**config.mk**
```make
export PLATFORM = sky130hd
export DESIGN_NAME = fhan_queue
export DESIGN_NICKNAME = d
export VERILOG_FILES = /design/src/hdl/fhan_pkg.sv /design/src/hdl/fhan_queue.sv
export SDC_FILE = /design/constraint.sdc
export NUM_CORES = 1
export LEC_CHECK = 0
export BUFFER_PORTS_ARGS = -buffer_cell sky130_fd_sc_hd__buf_2
export CORE_ASPECT_RATIO = 0.5
export CORE_MARGIN = 2
export CORE_UTILIZATION = 61
export DETAILED_ROUTE_END_ITERATION = 8
export HOLD_SLACK_MARGIN = 0.05
export PLACE_DENSITY = 0.93
export SLEW_MARGIN = 40
export SYNTH_ARGS = -nofsm -noshare
export SYNTH_HDL_FRONTEND = slang
export SYNTH_SLANG_ARGS = --single-unit
```
**constraint.sdc**
```tcl
create_clock -name clk -period 8.8 [get_ports clk]
set_input_delay 1.32 -clock clk [delete_from_list [all_inputs] [get_ports clk]]
set_output_delay 1.32 -clock clk [all_outputs]
set_load 0.005 [all_outputs]
```
**src/hdl/fhan_pkg.sv**
```systemverilog
// ----------------------------------------------------------------------------
// fhan_pkg
// widths, register codes and item types shared by the fhan pipeline
// ----------------------------------------------------------------------------
`default_nettype none
package fhan_pkg;

  localparam int FRAC_BITS = 16;
  localparam int R_W       = 31;
  localparam int H_W       = 17;
  localparam int X_W       = 32;
  localparam int HH_W      = 2 * H_W;
  localparam int XH_W      = X_W + H_W;
  localparam int A0_W      = XH_W - FRAC_BITS;
  localparam int Y_W       = A0_W + 1;
  localparam int D_W       = 33;
  localparam int BIG_W     = R_W + HH_W - FRAC_BITS;
  localparam int SMALL_W   = R_W + FRAC_BITS;
  localparam int T_W       = D_W + 4;
  localparam int TL_W      = 19;
  localparam int S_W       = 35;
  localparam int P_W       = 2 * S_W;
  localparam int REM_W     = S_W + 3;
  localparam int A_W       = 36;
  localparam int N_W       = 64;
  localparam int Q_W       = 31;
  localparam int QUEUE_DEPTH = 4;

  localparam logic [R_W-1:0] SPEED_RST = 31'd6553600;
  localparam logic [H_W-1:0] STEP_RST  = 17'd655;

  localparam logic CFG_SPEED = 1'b0;
  localparam logic CFG_STEP  = 1'b1;

  typedef struct packed {
    logic [D_W-1:0]         d;
    logic [T_W-1:0]         t;
    logic signed [A0_W-1:0] a0;
    logic signed [Y_W-1:0]  y0;
    logic                   inband;
    logic                   degen;
    logic [R_W-1:0]         r;
  } fq_item_t;

  typedef struct packed {
    logic [D_W-1:0]         d;
    logic signed [A0_W-1:0] a0;
    logic signed [Y_W-1:0]  y0;
    logic                   inband;
    logic                   degen;
    logic [R_W-1:0]         r;
  } sq_side_t;

  typedef struct packed {
    logic           a_neg;
    logic           a_pos;
    logic           in2;
    logic           degen;
    logic [R_W-1:0] r;
    logic [D_W-1:0] d;
  } dv_side_t;

endpackage
`default_nettype wire

```
**src/hdl/fhan_queue.sv**
```systemverilog
// ----------------------------------------------------------------------------
// fhan_queue
// short queue between the front and back pipelines
// ----------------------------------------------------------------------------
`default_nettype none
module fhan_queue #(
  parameter int DEPTH = fhan_pkg::QUEUE_DEPTH
) (
  input  wire                clk,
  input  wire                rst_n,
  input  wire                push,
  input  fhan_pkg::fq_item_t push_data,
  output logic               full,
  input  wire                pop,
  output fhan_pkg::fq_item_t pop_data,
  output logic               empty
);
  import fhan_pkg::*;

  localparam int PTR_W = (DEPTH > 1) ? $clog2(DEPTH) : 1;
  localparam int CNT_W = $clog2(DEPTH + 1);

  fq_item_t         mem_r [DEPTH];
  logic [PTR_W-1:0] wr_r, rd_r;
  logic [CNT_W-1:0] cnt_r;

  assign full     = cnt_r == CNT_W'(DEPTH);
  assign empty    = cnt_r == '0;
  assign pop_data = mem_r[rd_r];

  always_ff @(posedge clk) begin
    if (!rst_n) begin
      wr_r  <= '0;
      rd_r  <= '0;
      cnt_r <= '0;
    end else begin
      if (push) wr_r <= (wr_r == PTR_W'(DEPTH - 1)) ? '0 : wr_r + 1'b1;
      if (pop)  rd_r <= (rd_r == PTR_W'(DEPTH - 1)) ? '0 : rd_r + 1'b1;
      if (push && !pop) cnt_r <= cnt_r + 1'b1;
      else if (pop && !push) cnt_r <= cnt_r - 1'b1;
    end
  end

  always_ff @(posedge clk) begin
    if (push) mem_r[wr_r] <= push_data;
  end

endmodule
`default_nettype wire

```
==> results of run 1 <==
-- synthesized netlist by cell type --
master      n
edfxtp_1  680
mux4_2    170
buf_2      19
buf_6      12
dfxtp_1     9
clkbuf_1    7
ha_1        6
and2_1      5
nor2b_1     5
inv_1       4
mux2i_1     4
nor3_1      2
a21boi_0    1
fa_1        1
nor2_1      1
nor3b_1     1
o21a_1      1
o21ai_0     1
or3_1       1
xnor2_1     1
xor2_1      1
-- worst paths after layout --
check             cells after the start            end
hold / removal                        2       cnt_r[2]
hold reg to reg                       2       cnt_r[2]
setup / recovery                      4  pop_data[108]
setup reg to reg                      4  mem_r[3][130]
-- area by class of cell --
type,instances,area [sq um]
fillers,2102,11100
diodes,28,70.1
flip-flops and latches,689,20600
repair buffers,361,1940
multi-input cells,201,4100
well taps,540,676
clock buffers,69,1480
clock inverters,33,385
inverters,4,15.0
-- worst min-delay path, cell delays in order (launching register included) --
cell and delay, ns:
dfxtp_1 0.33, o21ai_0 0.08, a21boi_0 0.08
-- power breakdown --
part	total, mW	switching, mW	internal (mW)	leakage [nW]
Combinational	0.595	0.331	0.264	2.53
Clock	2.64	1.20	1.44	0.908
Sequential	3.83	0.0670	3.76	6.32
Total	7.06	1.60	5.46	9.76
-- routing by layer --
metal	routed length, microns	share of wire	GRT usage	vias up
met4	4840	0.073	0.177	0
met5	0	0	0	-
met2	34500	0.52	0.509	1083
met1	21000	0.32	0.357	6585
li1	-	-	-	4833
met3	5730	0.087	0.0537	265
-- kinds of logic after synthesis --
logic type / after synthesis
flip-flops: 689
multiplexers: 174
buffers and inverters: 42
AND/OR/NAND/NOR: 15
adder cells (fa/ha/maj): 7
AO/OA/AOI/OAI: 3
XOR/XNOR: 2
-- per-stage QoR --
stage	setup WS (ns)	instance area (sq um)	hold WS [ns]	total power [mW]
6_report	4.56	29300	0.535	7.06
4_1_cts	4.58	29200	0.541	7.03
3_3_place_gp	5.20	27200	0.483	4.39
2_1_floorplan	3.06	25000	0.472	4.18
3_5_place_dp	5.21	27300	0.525	4.45
5_1_grt	4.38	29300	0.595	7.20
-- state kept, by name, summed over array words and instances (netlist names), named ones only --
register and count:
mem_r 680, rd_r 2, cnt_r 3, wr_r 2
==> results.md, run 1 <==
* Status: finished clean
* Slew Limit Fails at 0
* Critical path's top delay family: buffers and inverters
* Grt ovf at 0
* Critical path arrival at 2.92 ns
* CTS tree: yes
* Critical path's slowest cell: dfxtp_4
* LEAKAGE at a little under 10 nW
* Routed Antenna Nets at 0
* Core Rows at 52
* Crit. End Element: output pin
* Clock Latency Late Sink at 0.61 ns
* Worst Path Max Fanout at 55
* Sequential-to-total area share from yosys stat at 0.825
* Worst path required time at 7.48 ns
* Worst path bufs/invs at 3
* Hold path startpoint: cnt_r[2]
* Post-synthesis mux area share at 0.155
* Commonest non-fill, non-tap cells in the layout: 680 x edfxtp_1, 345 x buf_2, 170 x mux4_2
* Total GRT Usage at 0.296
* Slowest stage delay, CP at between 0.6 and 0.7 ns
* Largest net degree at the start of global routing at a little over 100
* PostCTS Resize Cnt at 0
* Setup violators final at 0
* Cells after Synth at slightly above 900
* Yosys top cell area share at 0.818
* DRC at 0
* Dpl hpwl at ~35000 microns
* CP Cell Sequence: buf_12 > buf_16 > mux4_2 > buf_2
* CTS Buffer Depth at 3
* Main combinational cell family by area after synthesis: multiplexers
* Dpl cells at roughly 1800
* Sum of negative setup slack at 0 ns
* Post-synthesis compound-gate area fraction at 0.000802
* Initial antenna violation count at 29
* Die Footprint at about 43000 sq um
* Power Density at about 240 nW/um^2
* Clock transition at path regs at around 0.07 ns
* Via count at 12800
* Worst slew margin relative to its limit at 0.443
* Drt pass-1 iters at 6
* Hold crit path type: reg -> reg
* Fin util at 0.725
* DR WL/cell at about 34 microns
* Die Y at about 150 microns
* Vias/cell at between 6 and 7
* Synth Area in Simple Gates at 0.00361
* RSZ-0062 raised after global routing: no
* Ports at around 350
* Fin crit period at around 4.2 ns
* Vias in the first global route at 12900
* R2R setup slack at 6.11 ns
* Port Buffer Count at roughly 350
* WL final at approximately 66000 microns
* Netlist cell types at 21
* Synth Register Bits at between 600 and 700
* Global-route wire length before repair at roughly 90000 microns
* Final Net Count at ~1500
* Layout area overhead at 17.3%
* Adder-cell area share of the yosys netlist at 0.00381
* Final instance count without filler cells at between 1500 and 2000
* Post-CTS setup repair buffer count at 0
* Core Region at 40400 sq um
* Syn_nets at roughly 1100
* Final hold vios at 0
* Syn Area/Cell at between 20 and 30 sq um
* Setup Skew at between 0.04 and 0.05 ns
* Syn Std Cell Area at between 20000 and 25000 sq um
* H-tree Lvls at 2
* Max Fclk at 236 MHz
* Starting density of the core at 0.618
* # clock sinks at roughly 690
* R2R Path Start: wr_r[0]
* Commonest non-fill, non-tap cell in the layout: edfxtp_1
* Period utilization at 0.481
* Final Wtd Congestion at slightly below 0.8
* Leading area contributor after synthesis: edfxtp_1
* Hold buffer count at cts at 0
* VDD IR max at ~0.15 mV
* Initial DRC Count at around 1600
* MaxCap Viol Count at 0
* Setup CP Type: reg -> out
* Ys Warns at 0
* Layout cells sized above 1 at 0.455
* Horiz. Die Dim at 290 microns
* Num CTS Buffers at between 50 and 60
* CP Launch Type: register
* Root Driver: clkbuf_16
* Worst Tran Pin Value at roughly 0.84 ns
* Synth Area in XOR/XNOR at 0.000702
* Top cells by area, synth: edfxtp_1 82%, mux4_2 15%, dfxtp_1 0.72%, buf_6 0.54%, buf_2 0.38%
(Power assumes the default switching activity.)
==> inputs of run 2 (changes only) <==
ABC_AREA = 1   (was not set)
CORE_UTILIZATION = 57   (was 61)
PLACE_DENSITY = 0.88   (was 0.93)
clock period = 4.1 ns   (was 8.8 ns; I/O delays follow)
==> results.md, run 2 <==
* Status: finished clean (unchanged)
* Synth Register Bits at 689 (unchanged)
* CP Cell Sequence: clkinv_8 > buf_4 > o21ai_0 > o22ai_1 > buf_2 (was buf_12 > buf_16 > mux4_2 > buf_2)
* VDD IR max at 0.322 mV (was 0.155 mV)
* Netlist cell types at 23 (was 21)
* Top register by number of flip-flops: mem_r (unchanged)
* Hold EP: mem_r[3][123] (was cnt_r[2])
* Global-route wire length before repair at 92000 microns (was 90300 microns)
* Die Footprint at 47000 sq um (was 42700 sq um)
* Post-synthesis mux area share at 0 (was 0.155)
* Core Region at 44100 sq um (was 40400 sq um)
* Port Buffer Count at 345 (unchanged)
* Worst path required time at 3.48 ns (was 7.48 ns)
* Core Rows at 54 (was 52)
* Initial DRC Count at 2039 (was 1597)
* LEAKAGE at 10.2 nW (was 9.76 nW)
* Critical path arrival at 2.52 ns (was 2.92 ns)
* Dpl hpwl at 35100 microns (was 34800 microns)
* Sequential-to-total area share from yosys stat at 0.801 (was 0.825)
* DR WL/cell at 22.9 microns (was 34.3 microns)
* Fillers at 2764 (was 2102)
* PostCTS Resize Cnt at 0 (unchanged)
* Worst hold slack at 0.237 ns (was 0.535 ns)
* Starting density of the core at 0.584 (was 0.618)
* Hold path startpoint: push_data[123] (was cnt_r[2])
* Hold buffer count at cts at 0 (unchanged)
* Leading area contributor after synthesis: edfxtp_1 (unchanged)
* Ports at 346 (unchanged)
* Worst Path Max Fanout at 145 (was 55)
* Dpl cells at 2555 (was 1794)
* R2R setup slack at 1.73 ns (was 6.11 ns)
* Post-route design area at 29600 sq um (was 29300 sq um)
* Syn_nets at 1884 (was 1113)
* Met1 Resource Use GR at 0.297 (was 0.357)
* Setup CP Type: reg -> out (unchanged)
* Adder-cell area share of the yosys netlist at 0.00370 (was 0.00381)
* # clock sinks at 689 (unchanged)
* Hold crit path type: in -> reg (was reg -> reg)
* CTS Buffer Depth at 3 (unchanged)
* Drt pass-1 iters at 5 (was 6)
* Routed Antenna Nets at 0 (unchanged)
* Grt ovf at 0 (unchanged)
* Commonest non-fill, non-tap cells in the layout: 680 x edfxtp_1, 348 x nor2_1, 345 x buf_2 (was 680 x edfxtp_1, 345 x buf_2, 170 x mux4_2)
* Largest net degree at the start of global routing at 171 (was 102)
* WL final at 61500 microns (was 66100 microns)
* H-tree Lvls at 2 (unchanged)
* Via count at 16300 (was 12800)
* Syn Std Cell Area at 25700 sq um (was 25000 sq um)
* Final Wtd Congestion at 0.811 (was 0.785)
* Cells after Synth at 1703 (was 932)
* Initial antenna violation count at 31 (was 29)
* Num CTS Buffers at 55 (unchanged)
* Syn Area/Cell at 15.1 sq um (was 26.8 sq um)
* GR Util met3 at 0.0430 (was 0.0537)
* Layout cells sized above 1 at 0.222 (was 0.455)
* Main combinational cell family by area after synthesis: compound AO/OA/AOI/OAI gates (was multiplexers)
* Synth Area in Simple Gates at 0.0532 (was 0.00361)
* RSZ-0062 raised after global routing: no (unchanged)
* Worst slew margin relative to its limit at 0.397 (was 0.443)
* Clock transition at path regs at 0.07 ns (about the same)
* Root Driver: clkbuf_16 (unchanged)
* Async S/R FF share, synth at 0 (unchanged)
* Final instance count without filler cells at 2683 (was 1925)
* DRC at 0 (unchanged)
* Largest register FFs at 680 (unchanged)
* Yosys top cell area share at 0.794 (was 0.818)
* Vias in the first global route at 16100 (was 12900)
* Largest regs: mem_r x680, cnt_r x3 (unchanged)
* Sum of negative setup slack at 0 ns (unchanged)
* Ys Warns at 0 (unchanged)
* Layout area overhead at 15.1% (was 17.3%)
* Ys flop type: edfxtp_1 (unchanged)
* Met2 Resource Use GR at 0.447 (was 0.509)
* Cells on worst reg2reg path at 6 (was 4)
* Critical path's slowest cell: buf_4 (was dfxtp_4)
* FF-to-FF End: mem_r[0][66] (was mem_r[3][130])
* Synth Area in XOR/XNOR at 0.000340 (was 0.000702)
* Top cells by area, synth: edfxtp_1 79%, nor2_1 5.1%, o21ai_0 4.2%, o22ai_1 4.1%, o21ai_1 2.5% (was edfxtp_1 82%, mux4_2 15%, dfxtp_1 0.72%, buf_6 0.54%, buf_2 0.38%)
* Vias/cell at 6.07 (was 6.63)
* Period utilization at 0.766
* R2R Path Start: wr_r[0] (unchanged)
* Hold path depth at 1 (was 2)
* Horiz. Die Dim at 304 microns (was 290 microns)
* MaxCap Viol Count at 0 (unchanged)
* Pwr Total at 14.8 mW (was 7.06 mW)
* Busiest metal layer after global routing: met2 (unchanged)
* CTS tree: yes (unchanged)
* Fin crit period at ~3.1 ns
* Max Fclk at ~320 MHz
* Register Area at 20600 sq um (unchanged)
* Total GRT Usage at 0.255 (was 0.296)
* Power Density at 499 nW/um^2 (was 241 nW/um^2)
* Slew Limit Fails at 0 (unchanged)
* Commonest non-fill, non-tap cell in the layout: edfxtp_1 (unchanged)
* DP Area at 27800 sq um (was 27300 sq um)
* Crit. End Element: output pin (unchanged)
* Setup violators final at 0 (unchanged)
* Die Y at 154 microns (was 147 microns)
* Slowest stage delay, CP at 0.45 ns (was 0.63 ns)
* Clock Latency Late Sink at 0.59 ns (was 0.61 ns)
* Post-CTS setup repair buffer count at 0 (unchanged)
* Final hold vios at 0 (unchanged)
* Area of the multi-input gates at 4270 sq um (was 4100 sq um)
* Final Net Count at 2205 (was 1493)
* CP Launch Type: register (unchanged)
* Worst Tran Pin Value at 0.904 ns (was 0.835 ns)
* Post-synthesis compound-gate area fraction at 0.109 (was 0.000802)
* Post-synth EDFFs at 680 (unchanged)
* Synth top cells by count: 680 x edfxtp_1, 348 x nor2_1, 214 x o21ai_0, 170 x o22ai_1, 129 x o21ai_1 (was 680 x edfxtp_1, 170 x mux4_2, 19 x buf_2, 12 x buf_6, 9 x dfxtp_1)
* Top-count cell post-synth: edfxtp_1 (unchanged)
* Setup Skew at 0.0120 ns (was 0.0459 ns)
[run 2: changes by cell type after synthesis, sizes merged, moves of 8 or more]
cell	previous run	this run
o22ai	0	170
nand2	0	8
o21ai	1	343
nor2	1	348
buf	31	60
clkbuf	7	52
inv	4	16
mux4	170	0
[run 2: power breakdown]
group / internal (mW) / switching (mW)
combinational: 0.481 / 0.964
clock: 2.83 / 2.37
sequential: 8.05 / 0.0779
[run 2: cells by family (layout without fill, tap and decap cells)]
group | after synthesis | after routing
compound gates | 516 | 516
xor+xnor | 1 | 1
fa+ha+maj | 7 | 7
buf+inv | 128 | 486
flops | 689 | 689
other cells | 0 | 34
simple gates | 362 | 362
[run 2: area by class of cell]
class | instances | share of cell area
diodes | 34 | 0.00287
clock buffers | 64 | 0.0490
clock inverters | 30 | 0.00904
inverters | 16 | 0.00313
multi-input cells | 886 | 0.144
flip-flops and latches | 689 | 0.696
well taps | 588 | 0.0248
repair buffers | 376 | 0.0713
[run 2: per-stage QoR]
stage / utilization / worst slack [ns]
after global routing: 0.672 / 0.813
final: 0.672 / 0.960
after floorplan: - / 0.469
after CTS: 0.670 / 0.932
after detailed placement: 0.631 / 1.33
after global placement: 0.631 / 1.05
[run 2: worst max-delay path by stage]
| stage | start | endpoint |
|---|---|---|
| after floorplan | wr_r[0] | mem_r[0][0] |
| after global placement | push | mem_r[0][71] |
| after detailed placement | push | mem_r[0][75] |
| after CTS | register | pop_data[17] |
| after global routing | register | pop_data[17] |
| final | register | pop_data[17] |
[run 2: critical path, delay by kind of cell, from the launching register on]
kind | cells | cell delay [ns]
flip-flops | 1 | 0.43
buffers and inverters | 3 | 1.06
AO/OA/AOI/OAI | 2 | 0.44
[run 2: routing by layer]
metal  vias up  share of wire
li1       7131              -
met1      8003           0.34
met2       910           0.52
met3       230          0.069
met4         0          0.065
met5         -              0
==> inputs of run 3 (changes only) <==
CORE_UTILIZATION = 52   (was 57)
PLACE_DENSITY = 0.85   (was 0.88)
clock period = 2.7 ns   (was 4.1 ns; I/O delays follow)
==> results.md, run 3 (synthesized netlist as in run 2, its figures left out) <==
* Horiz. Die Dim at 319 microns (was 304 microns)
* Initial DRC Count at 2546 (was 2039)
* VDD IR max at 0.496 mV (was 0.322 mV)
* Fin crit period at around 2.7 ns
* Reg power frac at 0.536 (was 0.550)
* CTS Buffer Depth at 3 (unchanged)
* Clock transition at path regs at 0.07 ns (about the same)
* CTS tree: yes (unchanged)
* Num CTS Buffers at 56 (was 55)
* Grt ovf at 0 (unchanged)
* Top register by number of flip-flops: mem_r (unchanged)
* Crit. End Element: output pin (unchanged)
* Core Rows at 57 (was 54)
* Commonest non-fill, non-tap cell in the layout: edfxtp_1 (unchanged)
* WL final at 71200 microns (was 61500 microns)
* Status: finished clean (unchanged)
* DP Area at 28000 sq um (was 27800 sq um)
* Final Wtd Congestion at 0.787 (was 0.811)
* LEAKAGE at 11.1 nW (was 10.2 nW)
* Pint at 17.5 mW (was 11.4 mW)
* H-tree Lvls at 2 (unchanged)
* Vias in the first global route at 17400 (was 16100)
* Drt pass-1 iters at 6 (was 5)
* Final instance count without filler cells at 2919 (was 2683)
* Starting density of the core at 0.528 (was 0.584)
* Dpl hpwl at 34100 microns (was 35100 microns)
* Initial antenna violation count at 12 (was 31)
* Clock Latency Late Sink at 0.61 ns (was 0.59 ns)
* Post-route design area at 31700 sq um (was 29600 sq um)
* Sw Pwr at 5.61 mW (was 3.41 mW)
* Sum of negative setup slack at 0 ns (unchanged)
* Layout cells sized above 1 at 0.216 (was 0.222)
* Vias/cell at 6.10 (was 6.07)
* Worst Path Max Fanout at 93 (was 145)
* Setup CP Type: reg -> out (unchanged)
* Total GRT Usage at 0.254 (was 0.255)
* Largest register FFs at 680 (unchanged)
* CP Launch Type: register (unchanged)
* Worst Tran Pin Value at 0.617 ns (was 0.904 ns)
* Largest net degree at the start of global routing at 155 (was 171)
* Worst path bufs/invs at 2 (was 3)
* Die Footprint at 51400 sq um (was 47000 sq um)
* Layout area overhead at 23.1% (was 15.1%)
* Critical path arrival at 2.26 ns (was 2.52 ns)
* Critical path's slowest cell: dfxtp_4 (was buf_4)
* DR WL/cell at 24.4 microns (was 22.9 microns)
* Global-route wire length before repair at 99800 microns (was 92000 microns)
* Final Net Count at 2392 (was 2205)
* Slew Limit Fails at 0 (unchanged)
* Die Y at 161 microns (was 154 microns)
* DRC at 0 (unchanged)
* Root Driver: clkbuf_16 (unchanged)
* Sw Ratio at 0.243 (was 0.231)
* Setup violators final at 0 (unchanged)
* Fillers at 2993 (was 2764)
* Clk pwr share at 0.352 (about the same)
* Core Region at 48700 sq um (was 44100 sq um)
* Routed Antenna Nets at 0 (unchanged)
* Port Buffer Count at 345 (unchanged)
* Slowest stage delay, CP at 0.52 ns (was 0.45 ns)
* Critical path's top delay family: flip-flops (was buffers and inverters)
* Commonest non-fill, non-tap cells in the layout: 680 x edfxtp_1, 348 x nor2_1, 345 x buf_2 (unchanged)
* Largest regs: mem_r x680, cnt_r x3 (unchanged)
* Setup Skew at 0.0171 ns (was 0.0120 ns)
* MaxCap Viol Count at 0 (unchanged)
* Worst slew margin relative to its limit at 0.589 (was 0.397)
* Final hold vios at 0 (unchanged)
* Dpl cells at 2622 (was 2555)
* # clock sinks at 689 (unchanged)
* Max Fclk at ~380 MHz
* Period utilization at 0.986
* Hold crit path type: in -> reg (unchanged)
* Power Density at 729 nW/um^2 (was 499 nW/um^2)
* CP Cell Sequence: buf_16 > o21ai_0 > o22ai_1 > buf_2 (was clkinv_8 > buf_4 > o21ai_0 > o22ai_1 > buf_2)
* Worst path required time at 2.30 ns (was 3.48 ns)
* Comb power frac at 0.112 (was 0.098)
* Ports at 346 (unchanged)
* Via count at 17800 (was 16300)
[run 3: cell types whose count changed in the layout (fill, tap and decap cells not counted), moves of 6 or more]
cell,before,now
buf_4,16,25
clkinv_1,13,7
dlygate4sd3_1,0,170
clkbuf_1,7,19
diode_2,34,14
[run 3: final cells by class]
class | count | area [sq um] | share of cell area
flip-flops and latches | 689 | 20600 | 0.650
multi-input cells | 886 | 4290 | 0.135
repair buffers | 561 | 4080 | 0.129
clock buffers | 76 | 1500 | 0.0473
well taps | 649 | 812 | 0.0256
clock inverters | 27 | 248 | 0.00782
inverters | 16 | 106 | 0.00336
diodes | 14 | 35.0 | 0.00111
repair inverters | 1 | 11.3 | 0.000355
[run 3: final timing paths]
check            from            end  slack (ns)  cells after the start
max          register   pop_data[79]        0.04                      4
min             rst_n        wr_r[1]        0.09                      3
max reg2reg   wr_r[0]  mem_r[2][103]        0.82                      5
min reg2reg   wr_r[1]        wr_r[1]        0.49                      2
[run 3: worst reg2reg max path: stages (launching register included)]
cell,delay [ns]
dfxtp_2,0.35
inv_2,0.06
ha_2,0.16
nand2_2,0.06
clkinvlp_4,0.29
buf_4,0.57
[run 3: per-layer routing]
metal | part of all wire | vias up | track usage
li1 | - | 7497 | -
met1 | 0.34 | 8599 | 0.294
met2 | 0.51 | 1340 | 0.447
met3 | 0.080 | 359 | 0.0374
met4 | 0.073 | 0 | 0.164
met5 | 0 | - | 0
[run 3: power groups by stage]
stage	sequential (mW)	combinational [mW]	clock, mW
CTS	12.3	2.42	7.96
floorplan	12.6	1.16	0
global route	12.4	2.73	8.52
global placement	12.6	2.08	0
detailed placement	12.6	2.15	0
finish	12.4	2.59	8.12
[run 3: stage by stage]
| stage | power (mW) | utilization | worst slack [ns] | hold WS, ns |
|---|---|---|---|---|
| after floorplan | 13.7 | - | -0.834 | 0.460 |
| after global placement | 14.6 | 0.575 | 0.612 | 0.475 |
| after detailed placement | 14.7 | 0.575 | 0.565 | 0.483 |
| after CTS | 22.7 | 0.647 | 0.000387 | 0.0651 |
| after global routing | 23.7 | 0.650 | -0.0229 | 0.112 |
| final | 23.1 | 0.650 | 0.0381 | 0.0861 |
[run 3: what timing repair did]
action,in CTS,in global routing
endpoints found under the hold margin,676,0
gates cloned,1,3
gates resized for setup,2,6
hold buffers,170,0
pin swaps,0,0
setup buffers,0,6
endpoints found under the setup margin,6,77
